**src/rtl/vdp_pkg.sv**
```systemverilog
// ----------------------------------------------------------------------------
// vdp_pkg
// Shared constants and types for the varint delta position decoder.
// ----------------------------------------------------------------------------
package vdp_pkg;

  localparam int VALUE_BITS_DEF = 32;
  localparam int OUT_VALUE_BITS = 32;
  localparam int BYTE_BITS      = 8;
  localparam int PAYLOAD_BITS   = 7;
  localparam int MORE_BIT       = 7;

  localparam logic [PAYLOAD_BITS-1:0] PAYLOAD_MASK = 7'h7F;

  localparam logic KIND_COUNT    = 1'b0;
  localparam logic KIND_POSITION = 1'b1;

  typedef struct packed {
    logic done;
    logic overlong;
  } varint_flags_t;

  typedef struct packed {
    logic kind;
    logic list_end;
    logic overlong;
  } result_flags_t;

endpackage

```
**src/rtl/vdp_varint_acc.sv**
```systemverilog
// ----------------------------------------------------------------------------
// vdp_varint_acc
// Gathers base-128 varint bytes into a value and tracks overlong varints.
// ----------------------------------------------------------------------------
module vdp_varint_acc import vdp_pkg::*; #(
  parameter int VALUE_BITS = VALUE_BITS_DEF
) (
  input  logic                  clk,
  input  logic                  rst_n,
  input  logic                  byte_en,
  input  logic [BYTE_BITS-1:0]  data_byte,
  output logic [VALUE_BITS-1:0] acc_value,
  output varint_flags_t         acc_flags
);

  localparam int MaxBytes = (VALUE_BITS + PAYLOAD_BITS - 1) / PAYLOAD_BITS;
  localparam int IdxW     = $clog2(MaxBytes + 1);
  localparam int WideW    = VALUE_BITS + PAYLOAD_BITS;
  localparam int ShiftW   = $clog2(WideW);

  logic [VALUE_BITS-1:0] partial_r, partial_nxt;
  logic [IdxW-1:0]       idx_r, idx_nxt;
  logic                  ovf_r, ovf_nxt;

  logic                  sat;
  logic [ShiftW-1:0]     shift;
  logic [WideW-1:0]      pay_ext;
  logic [WideW-1:0]      shifted;
  logic [VALUE_BITS-1:0] gathered;
  logic                  ovl;
  logic                  last;

  always_comb begin
    sat      = (idx_r >= IdxW'(MaxBytes));
    shift    = ShiftW'(idx_r) * ShiftW'(PAYLOAD_BITS);
    pay_ext  = WideW'(data_byte[PAYLOAD_BITS-1:0] & PAYLOAD_MASK);
    shifted  = pay_ext << shift;
    last     = !data_byte[MORE_BIT];
    if (sat) begin
      gathered = partial_r;
      ovl      = 1'b1;
    end else begin
      gathered = partial_r | shifted[VALUE_BITS-1:0];
      ovl      = ovf_r | (shifted[WideW-1:VALUE_BITS] != '0);
    end
    acc_value          = gathered;
    acc_flags.done     = last;
    acc_flags.overlong = ovl;
    if (last) begin
      partial_nxt = '0;
      idx_nxt     = '0;
      ovf_nxt     = 1'b0;
    end else begin
      partial_nxt = gathered;
      idx_nxt     = sat ? idx_r : idx_r + 1'b1;
      ovf_nxt     = ovl;
    end
  end

  always_ff @(posedge clk) begin
    if (!rst_n) begin
      partial_r <= '0;
      idx_r     <= '0;
      ovf_r     <= 1'b0;
    end else if (byte_en) begin
      partial_r <= partial_nxt;
      idx_r     <= idx_nxt;
      ovf_r     <= ovf_nxt;
    end
  end

endmodule

```
**src/rtl/vdp_list_ctrl.sv**
```systemverilog
// ----------------------------------------------------------------------------
// vdp_list_ctrl
// Tracks list phase, remaining deltas and previous position; forms results.
// ----------------------------------------------------------------------------
module vdp_list_ctrl import vdp_pkg::*; #(
  parameter int VALUE_BITS = VALUE_BITS_DEF
) (
  input  logic                  clk,
  input  logic                  rst_n,
  input  logic                  value_en,
  input  logic [VALUE_BITS-1:0] acc_value,
  input  varint_flags_t         acc_flags,
  output logic [VALUE_BITS-1:0] res_value,
  output result_flags_t         res_flags
);

  logic                  in_deltas_r, in_deltas_nxt;
  logic [VALUE_BITS-1:0] remaining_r, remaining_nxt;
  logic [VALUE_BITS-1:0] prev_r, prev_nxt;
  logic [VALUE_BITS-1:0] position;

  always_comb begin
    position      = prev_r + acc_value;
    remaining_nxt = remaining_r;
    in_deltas_nxt = in_deltas_r;
    res_flags.overlong = acc_flags.overlong;
    if (!in_deltas_r) begin
      res_flags.kind     = KIND_COUNT;
      res_value          = acc_value;
      res_flags.list_end = (acc_value == '0);
      prev_nxt           = '0;
      if (acc_value != '0) begin
        in_deltas_nxt = 1'b1;
        remaining_nxt = acc_value;
      end
    end else begin
      res_flags.kind     = KIND_POSITION;
      res_value          = position;
      prev_nxt           = position;
      remaining_nxt      = remaining_r - 1'b1;
      res_flags.list_end = (remaining_nxt == '0);
      if (remaining_nxt == '0) begin
        in_deltas_nxt = 1'b0;
      end
    end
  end

  always_ff @(posedge clk) begin
    if (!rst_n) begin
      in_deltas_r <= 1'b0;
      remaining_r <= '0;
      prev_r      <= '0;
    end else if (value_en && acc_flags.done) begin
      in_deltas_r <= in_deltas_nxt;
      remaining_r <= remaining_nxt;
      prev_r      <= prev_nxt;
    end
  end

endmodule

```
**src/rtl/varint_delta_position_decoder_unit.sv**
```systemverilog
// ----------------------------------------------------------------------------
// varint_delta_position_decoder_unit
// Decodes varint-coded position lists from a byte stream into counts and
// absolute positions.
// ----------------------------------------------------------------------------
// The block takes one stream byte per clock with no bubbles, unless a final
// byte is held off by a waiting result. A byte is held in an input register,
// decoded by the varint accumulator and list tracker, and a completed varint
// lands in the result register. Continuation bytes give no result. The rate of
// one byte per cycle is set by the update of the varint and list state, which
// takes each byte as it leaves the input register. While a result waits under
// out_stall the input register still drains continuation bytes; a final byte
// waits in it and holds off the input until the waiting result is taken.
module varint_delta_position_decoder_unit import vdp_pkg::*; #(
  parameter int VALUE_BITS = VALUE_BITS_DEF
) (
  input  logic                      clk,
  input  logic                      rst_n,
  input  logic                      in_valid,
  output logic                      in_stall,
  input  logic [BYTE_BITS-1:0]      in_data_byte,
  output logic                      out_valid,
  input  logic                      out_stall,
  output logic                      out_value_kind,
  output logic [OUT_VALUE_BITS-1:0] out_value,
  output logic                      out_list_end,
  output logic                      out_overlong
);

  logic                 s1_valid_r;
  logic [BYTE_BITS-1:0] s1_byte_r;
  logic                 out_valid_r;
  logic                 out_adv;
  logic                 s1_last;
  logic                 s1_take;
  logic                 in_take;

  logic [VALUE_BITS-1:0]                acc_value;
  varint_flags_t                        acc_flags;
  logic [VALUE_BITS-1:0]                res_value;
  result_flags_t                        res_flags;
  logic [VALUE_BITS+OUT_VALUE_BITS-1:0] res_ext;

  assign out_adv  = !out_valid_r || !out_stall;
  assign s1_last  = !s1_byte_r[MORE_BIT];
  assign s1_take  = s1_valid_r && (!s1_last || out_adv);
  assign in_stall = s1_valid_r && !s1_take;
  assign in_take  = in_valid && !in_stall;
  assign res_ext  = {{OUT_VALUE_BITS{1'b0}}, res_value};

  vdp_varint_acc #(.VALUE_BITS(VALUE_BITS)) u_acc (
    .clk       (clk),
    .rst_n     (rst_n),
    .byte_en   (s1_take),
    .data_byte (s1_byte_r),
    .acc_value (acc_value),
    .acc_flags (acc_flags)
  );

  vdp_list_ctrl #(.VALUE_BITS(VALUE_BITS)) u_list (
    .clk       (clk),
    .rst_n     (rst_n),
    .value_en  (s1_take),
    .acc_value (acc_value),
    .acc_flags (acc_flags),
    .res_value (res_value),
    .res_flags (res_flags)
  );

  always_ff @(posedge clk) begin
    if (!rst_n) begin
      s1_valid_r <= 1'b0;
    end else if (in_take) begin
      s1_valid_r <= 1'b1;
    end else if (s1_take) begin
      s1_valid_r <= 1'b0;
    end
  end

  always_ff @(posedge clk) begin
    if (in_take) begin
      s1_byte_r <= in_data_byte;
    end
  end

  always_ff @(posedge clk) begin
    if (!rst_n) begin
      out_valid_r <= 1'b0;
    end else if (out_adv) begin
      out_valid_r <= s1_valid_r && s1_last;
    end
  end

  always_ff @(posedge clk) begin
    if (s1_take && s1_last) begin
      out_value_kind <= res_flags.kind;
      out_value      <= res_ext[OUT_VALUE_BITS-1:0];
      out_list_end   <= res_flags.list_end;
      out_overlong   <= res_flags.overlong;
    end
  end

  assign out_valid = out_valid_r;

endmodule

```
**config.mk**
```make
export PLATFORM = sky130hd
export DESIGN_NAME = varint_delta_position_decoder_unit
export DESIGN_NICKNAME = d
export VERILOG_FILES = /design/src/rtl/vdp_pkg.sv /design/src/rtl/vdp_varint_acc.sv /design/src/rtl/vdp_list_ctrl.sv /design/src/rtl/varint_delta_position_decoder_unit.sv
export SDC_FILE = /design/constraint.sdc
export NUM_CORES = 1
export LEC_CHECK = 0
export ABC_AREA = 1
export BUFFER_PORTS_ARGS = -buffer_cell sky130_fd_sc_hd__buf_2
export CAP_MARGIN = 10
export CORE_UTILIZATION = 43
export DETAILED_ROUTE_END_ITERATION = 8
export GPL_ROUTABILITY_DRIVEN = 1
export PLACE_DENSITY = 0.72
export SLEW_MARGIN = 10
export SYNTH_ARGS = -nofsm -noshare
export SYNTH_HDL_FRONTEND = slang
export SYNTH_SLANG_ARGS = --single-unit
```
**constraint.sdc**
```tcl
create_clock -name clk -period 4 [get_ports clk]
set_input_delay 0.4 -clock clk [delete_from_list [all_inputs] [get_ports clk]]
set_output_delay 0.4 -clock clk [all_outputs]
set_load 0.01 [all_outputs]
```
== Yosys cells after proc, flatten, opt, wreduce, memory -nomap -nowiden ==
Cells that the tools add are included.

* Output and inout bits: 37
* Input bits: 12
* Logic and storage cells: 58
* Register bits: 146

* Eq/ne operators: 1
* $mul: 1
* Bitwise logic cells: 2
* Muxes and demuxes: 16
* Order comparisons: 1
* Add/sub/neg operators: 3
* Shift-type cells: 1
* Reductions and logical operators: 20

{| class="wikitable"
|+ Operators by type and width
! operator !! number
|-
| $mux W32 || 6
|-
| $logic_not A32 Y1 || 2
|-
| $shl A7 B6 Y39 || 1
|-
| $add A32 B32 Y32 || 1
|-
| $or A32 B32 Y32 || 1
|-
| $reduce_bool A32 Y1 || 1
|-
| $sub A32 B1 Y32 const B || 1
|-
| $mux W1 || 7
|-
| $reduce_bool A7 Y1 || 1
|-
| $mul A3 B3 Y6 const B || 1
|-
| $mux W3 || 2
|-
| $logic_and A1 B1 Y1 || 5
|-
| $logic_not A1 Y1 || 5
|-
| $reduce_and A2 Y1 || 2
|-
| $reduce_bool A2 Y1 || 2
|-
| $add A3 B1 Y3 const B || 1
|-
| $ge A3 B3 Y1 const B || 1
|-
| $logic_or A1 B1 Y1 || 2
|-
| $mux W2 || 1
|-
| $ne A2 B2 Y1 const B || 1
|-
| $or A1 B1 Y1 || 1
|}

== Depth between registers and ports, before layout ==
* Word-level depth: 9
* Mapped depth: 19

== By module ==
A second synthesis with hierarchy kept.

* Cell total of the unflattened synthesis: 1266
* Area total of the unflattened synthesis: 8907.3 um^2

{| class="wikitable"
|+ Modules (own cells, without submodules)
! module !! cells each !! times used !! area each (um^2)
|-
| vdp_list_ctrl || 959 || 1 || 5709.2
|-
| vdp_varint_acc || 247 || 1 || 1789.2
|-
| varint_delta_position_decoder_unit || 60 || 1 || 1408.9
|}

== Least setup slack after synthesis ==
No wires, ideal clock.

* Path kind: reg-to-reg
* Start point: register u_acc.idx_r[1]
* End point: register out_value[30], data pin
* Data arrival time: 2595 ps
* Stages on the path, launching flop included: 18
* Path slack: 1138 ps
* Clock period less this slack: 2862 ps
* Library setup time: 268 ps
* Path through: dfxtp_1 -> buf_4 -> nor2_4 -> inv_2 -> o21bai_1 -> ha_1 -> inv_1 -> fa_1 -> inv_1 -> nand3_1 -> nand2_1 -> a21boi_0 -> o21ai_0 -> nand3_1 -> nand2_1 -> nand2_1 -> nand3_1 -> o21ai_0

* Word-level cells in the longest chain between the ends: 6
* Elaborated cells on any way between the ends: 7
* Those cells by class: 1 x add/sub; 1 x mul; 1 x order compare; 1 x shift; 2 x mux; 1 x bitwise

{| class="wikitable"
|+ Ends and longest elaborated chain
! item !! RTL line !! source
|-
| start: declaration || vdp_varint_acc.sv:22 || <nowiki>logic [IdxW-1:0] idx_r, idx_nxt;</nowiki>
|-
| start signal: assignment || vdp_varint_acc.sv:67 || <nowiki>idx_r <= idx_nxt;</nowiki>
|-
| $mul A3 B3 Y6 || vdp_varint_acc.sv:35 || <nowiki>shift = ShiftW'(idx_r) * ShiftW'(PAYLOAD_BITS);</nowiki>
|-
| $shl A7 B6 Y39 || vdp_varint_acc.sv:37 || <nowiki>shifted = pay_ext << shift;</nowiki>
|-
| $or A32 B32 Y32 || vdp_varint_acc.sv:43 || <nowiki>gathered = partial_r | shifted[VALUE_BITS-1:0];</nowiki>
|-
| $mux W32 (*) || vdp_varint_acc.sv:39 || <nowiki>if (sat) begin</nowiki>
|-
| $add A32 B32 Y32 || vdp_list_ctrl.sv:23 || <nowiki>position = prev_r + acc_value;</nowiki>
|-
| $mux W32 (*) || vdp_list_ctrl.sv:27 || <nowiki>if (!in_deltas_r) begin</nowiki>
|-
| named net res_value[30] || varint_delta_position_decoder_unit.sv:40 || <nowiki>logic [VALUE_BITS-1:0] res_value;</nowiki>
|-
| end signal: assignment || varint_delta_position_decoder_unit.sv:97 || <nowiki>out_value <= res_ext[OUT_VALUE_BITS-1:0];</nowiki>
|-
| end: declaration || varint_delta_position_decoder_unit.sv:25 || <nowiki>output logic [OUT_VALUE_BITS-1:0] out_value,</nowiki>
|}

The timed path passes the listed nets; every way through them passes the cells marked *.
A chain may end at the register's enable or synchronous reset.

== Worst setup path in the final report ==
* Start point: register u_acc.idx_r[0]
* End point: register out_value[30], data pin

Same word-level chain as after synthesis.

==> impl_metrics.xml <==
<?xml version="1.0" encoding="UTF-8"?>
<metrics>
  <group name="placed_design">
    <metric name="gp_congestion" unit="">0.999</metric>
    <metric name="placement.cell_area" unit="mm^2">0.00960</metric>
    <metric name="placed_cells_incl_taps" unit="">1641</metric>
    <metric name="hpwlAfterDp" unit="um">21500</metric>
    <metric name="io_buffers" unit="">48</metric>
  </group>
  <group name="critical_path">
    <metric name="path_class" unit="">flip-flop to flip-flop</metric>
    <metric name="crit_required" unit="ns">4.15</metric>
    <metric name="r2r.worst_path.cells" unit="">16</metric>
    <metric name="end_kind" unit="">flip-flop</metric>
    <metric name="start_kind" unit="">flip-flop</metric>
    <metric name="critical_path_peak_fanout" unit="">19</metric>
    <metric name="arrival" unit="ns">3.73</metric>
  </group>
  <group name="global_route">
    <metric name="grtUsageMet2" unit="%">40.1</metric>
    <metric name="via_count_of_the_first_global_routing_pass" unit="">8496</metric>
    <metric name="maximum_number_of_pins_on_one_net_before_global_route_repair" unit="">58</metric>
    <metric name="global_route.overflow_total" unit="">0</metric>
    <metric name="top_usage_layer_grt" unit="">met2</metric>
    <metric name="grt_met3_usage" unit="%">6.40</metric>
    <metric name="wire_length_of_the_first_global_routing_pass" unit="um">44800</metric>
    <metric name="antenna_found_initial" unit="">0</metric>
    <metric name="track_usage" unit="%">26.8</metric>
    <metric name="grt.met1_usage" unit="%">36.7</metric>
  </group>
  <group name="yosys">
    <metric name="ys_seq_elements" unit="">146</metric>
    <metric name="synth-edff-count" unit="">43</metric>
    <metric name="synthFlopType" unit="">sky130_fd_sc_hd__dfxtp_1</metric>
    <metric name="avg_inst_size_synth" unit="um^2">6.71</metric>
    <metric name="yosys.cell_types.count" unit="">42</metric>
    <metric name="synth_area" unit="mm^2">0.00904</metric>
    <metric name="synth_fp_nets" unit="">1394</metric>
    <metric name="synthesized_instance_count" unit="">1346</metric>
    <metric name="synth-warning-count" unit="">0</metric>
    <metric name="async_flop_share" unit="%">0</metric>
    <metric name="synth.yosys.seq_area_share" unit="%">37.1</metric>
  </group>
  <group name="pwr">
    <metric name="share_clk_of_total_power" unit="%">44.8</metric>
    <metric name="switching_share" unit="%">26.9</metric>
    <metric name="power.density" unit="mW/mm^2">383</metric>
    <metric name="intPower" unit="mW">2.87</metric>
    <metric name="max-vdd-ir-drop" unit="uV">280</metric>
    <metric name="power" unit="mW">3.92</metric>
    <metric name="netSwitchingPower" unit="mW">1.06</metric>
    <metric name="comb_power_share" unit="%">14.3</metric>
    <metric name="p_leak" unit="nW">4.67</metric>
    <metric name="seq_power_share" unit="%">40.9</metric>
  </group>
  <group name="clocking">
    <metric name="cts_hold_buffers" unit="">0</metric>
    <metric name="cts.sinks" unit="">146</metric>
    <metric name="clock_insertion_delay_worst_skew" unit="ns">0.43</metric>
    <metric name="clock_tree_from_tritoncts" unit="">done</metric>
    <metric name="cts_root_buffer" unit="">sky130_fd_sc_hd__clkbuf_16</metric>
    <metric name="cts_post_setup_buffers_inserted" unit="">0</metric>
    <metric name="cts_max_level" unit="">4</metric>
    <metric name="deepest_clock_path_buffer_count" unit="">2</metric>
    <metric name="post_cts_resized" unit="">0</metric>
    <metric name="number_of_buffers_added_by_the_clock_tree_synthesis_step" unit="">17</metric>
    <metric name="cts.clk_slew.worst_paths" unit="ns">0.06</metric>
  </group>
  <group name="sta">
    <metric name="hold_viol" unit="">0</metric>
    <metric name="max_slew_margin" unit="%">24.8</metric>
    <metric name="finalMaxSlewViolations" unit="">0</metric>
    <metric name="finalCritPeriodShare" unit="%">89.3</metric>
    <metric name="max_slew.worst_pin.slew" unit="ns">1.13</metric>
    <metric name="final.setup.tns" unit="ns">0</metric>
    <metric name="fmax" unit="GHz">0.280</metric>
    <metric name="layout_min_cycle_time" unit="ns">3.57</metric>
    <metric name="grt_setup_unrepaired" unit="">false</metric>
    <metric name="skew" unit="ns">0.0111</metric>
    <metric name="final_setup_viols" unit="">0</metric>
  </group>
  <group name="layout">
    <metric name="antenna_diode_instance_count" unit="">0</metric>
    <metric name="n_fill_cell" unit="">2031</metric>
    <metric name="drive_gt1_share" unit="%">9.62</metric>
    <metric name="flip_flop_and_latch_area" unit="mm^2">0.00335</metric>
    <metric name="finalNetCount" unit="">1438</metric>
    <metric name="final-instance-count-excl-fill" unit="">1673</metric>
    <metric name="layout.cell_area.non_filler" unit="mm^2">0.0102</metric>
    <metric name="syn_to_final_growth" unit="%">13.3</metric>
    <metric name="multiInputGateArea" unit="mm^2">0.00500</metric>
    <metric name="finish.utilization" unit="%">50.1</metric>
  </group>
  <group name="routing">
    <metric name="drt_first_iter_violations" unit="">1104</metric>
    <metric name="route.vias.total" unit="">9326</metric>
    <metric name="antenna_violating_nets_post_route" unit="">0</metric>
    <metric name="drt_first_pass_iters" unit="">6</metric>
    <metric name="remaining_drc_errors" unit="">0</metric>
    <metric name="drt-wirelength-per-cell" unit="um">17.0</metric>
    <metric name="drt-total-wl" unit="um">28500</metric>
    <metric name="viasPerCell" unit="">5.57</metric>
  </group>
  <group name="floorplanning">
    <metric name="initial_core_util" unit="%">44.2</metric>
    <metric name="i_o_pin_count" unit="">49</metric>
    <metric name="die_width" unit="um">147</metric>
    <metric name="placeable_core_area" unit="mm^2">0.0204</metric>
    <metric name="die_height" unit="um">147</metric>
    <metric name="fp-row-count" unit="">52</metric>
    <metric name="die_area" unit="mm^2">0.0216</metric>
  </group>
  <group name="hold_path">
    <metric name="hp-class" unit="">input port to flip-flop</metric>
    <metric name="hold_path_depth" unit="">1</metric>
  </group>
  <group name="outcome">
    <metric name="run_status" unit="">complete, no violations</metric>
  </group>
  <group name="job">
    <metric name="maxCapViolCount" unit="">0</metric>
  </group>
</metrics>
-- cell usage in the layout (no fill, tap or decap), types with 35 or more instances in the layout --
cell type,Yosys,layout
sky130_fd_sc_hd__a21oi_1,139,139
sky130_fd_sc_hd__buf_2,6,48
sky130_fd_sc_hd__dfxtp_1,103,102
sky130_fd_sc_hd__edfxtp_1,43,43
sky130_fd_sc_hd__ha_1,35,35
sky130_fd_sc_hd__inv_1,121,121
sky130_fd_sc_hd__nand2_1,345,345
sky130_fd_sc_hd__nand3_1,86,86
sky130_fd_sc_hd__nor2_1,193,191
sky130_fd_sc_hd__nor3_1,41,41
sky130_fd_sc_hd__o21ai_0,93,93
-- metrics by stage --
stage               hold slack, ns  setup WS, ns
finish                       0.150         0.428
global route                 0.147         0.127
CTS                          0.146         0.500
detailed placement           0.448         0.533
global placement             0.442         0.616
floorplan                    0.406          1.14
-- Yosys cell counts, drive strengths merged, types with 13 or more instances --
master	count	share of area [%]
nand3	87	4.9
nand3b	16	1.3
edfxtp	43	14
o21ai	94	5.2
a21oi	147	8.6
nor3	42	2.4
buf	15	0.96
nand2	348	15
ha	35	4.8
clkbuf	31	1.3
o21bai	13	1.1
nor2	197	8.3
dfxtp	103	23
inv	127	5.3
-- final cells by class --
class / instances / area share (%)
clock inverters: 12 / 1.81
flip-flops and latches: 146 / 32.8
well taps: 270 / 3.30
multi-input cells: 1025 / 48.9
repair buffers: 71 / 4.03
clock buffers: 20 / 4.46
inverters: 129 / 4.78
-- worst max-delay path, cell delays in order, from the launching register on --
cell and delay, ns:
sky130_fd_sc_hd__dfxtp_1 0.52, sky130_fd_sc_hd__inv_2 0.18, sky130_fd_sc_hd__nand2_1 0.11, sky130_fd_sc_hd__o21bai_1 0.38, sky130_fd_sc_hd__ha_1 0.24, sky130_fd_sc_hd__inv_1 0.06
sky130_fd_sc_hd__fa_1 0.39, sky130_fd_sc_hd__inv_1 0.10, sky130_fd_sc_hd__nand3_1 0.07, sky130_fd_sc_hd__nand2_1 0.12, sky130_fd_sc_hd__a21boi_0 0.18, sky130_fd_sc_hd__o21ai_0 0.45
sky130_fd_sc_hd__nand3_1 0.19, sky130_fd_sc_hd__nand2_1 0.10, sky130_fd_sc_hd__nand2_1 0.05, sky130_fd_sc_hd__nand3_1 0.07, sky130_fd_sc_hd__o21ai_0 0.09
-- cells by family (layout without fill, tap and decap cells) --
logic type	Yosys count	count (layout)	share of synthesized area, %
and+or+nand+nor	710	710	33.0
DFF	146	146	37.1
xor gates and xnor gates	13	13	1.26
AOI/OAI and AO/OA	266	266	15.9
adders and majority gates	36	36	5.07
buffers and inverters	175	232	7.66
-- sequential cells by signal, summed over array words and instances, names as in the netlist --
| register | cells |
|---|---|
| out_value | 32 |
| u_acc.partial_r | 32 |
| u_list.prev_r | 32 |
| u_list.remaining_r | 32 |
| s1_byte_r | 8 |
| u_acc.idx_r | 3 |
| out_list_end | 1 |
| out_overlong | 1 |
| out_valid | 1 |
| out_value_kind | 1 |
| s1_valid_r | 1 |
| u_acc.ovf_r | 1 |
| u_list.in_deltas_r | 1 |
-- power groups by stage --
stage / Sequential [mW] / Combinational (mW) / Clock, mW
floorplan: 1.62 / 0.397 / 0
global placement: 1.63 / 0.536 / 0
detailed placement: 1.63 / 0.542 / 0
CTS: 1.60 / 0.547 / 1.77
global route: 1.61 / 0.624 / 1.84
finish: 1.60 / 0.561 / 1.76
-- per-layer routing --
metal / share of wire, % / wire length, um
met1: 44 / 12600
met2: 43 / 12100
met3: 9.6 / 2740
met4: 3.6 / 1020
met5: 0 / 0
-- path summary, 6_finish.rpt --
kind / startpoint / slack, ns / endpoint
setup reg to reg: u_acc.idx_r[0] / 0.43 / out_value[30]
hold reg to reg: u_acc.partial_r[21] / 0.45 / u_acc.partial_r[21]
hold / removal: in_data_byte[0] / 0.15 / s1_byte_r[0]
setup / recovery: u_acc.idx_r[0] / 0.43 / out_value[30]
No activity file was read; power rests on OpenSTA's default activity.
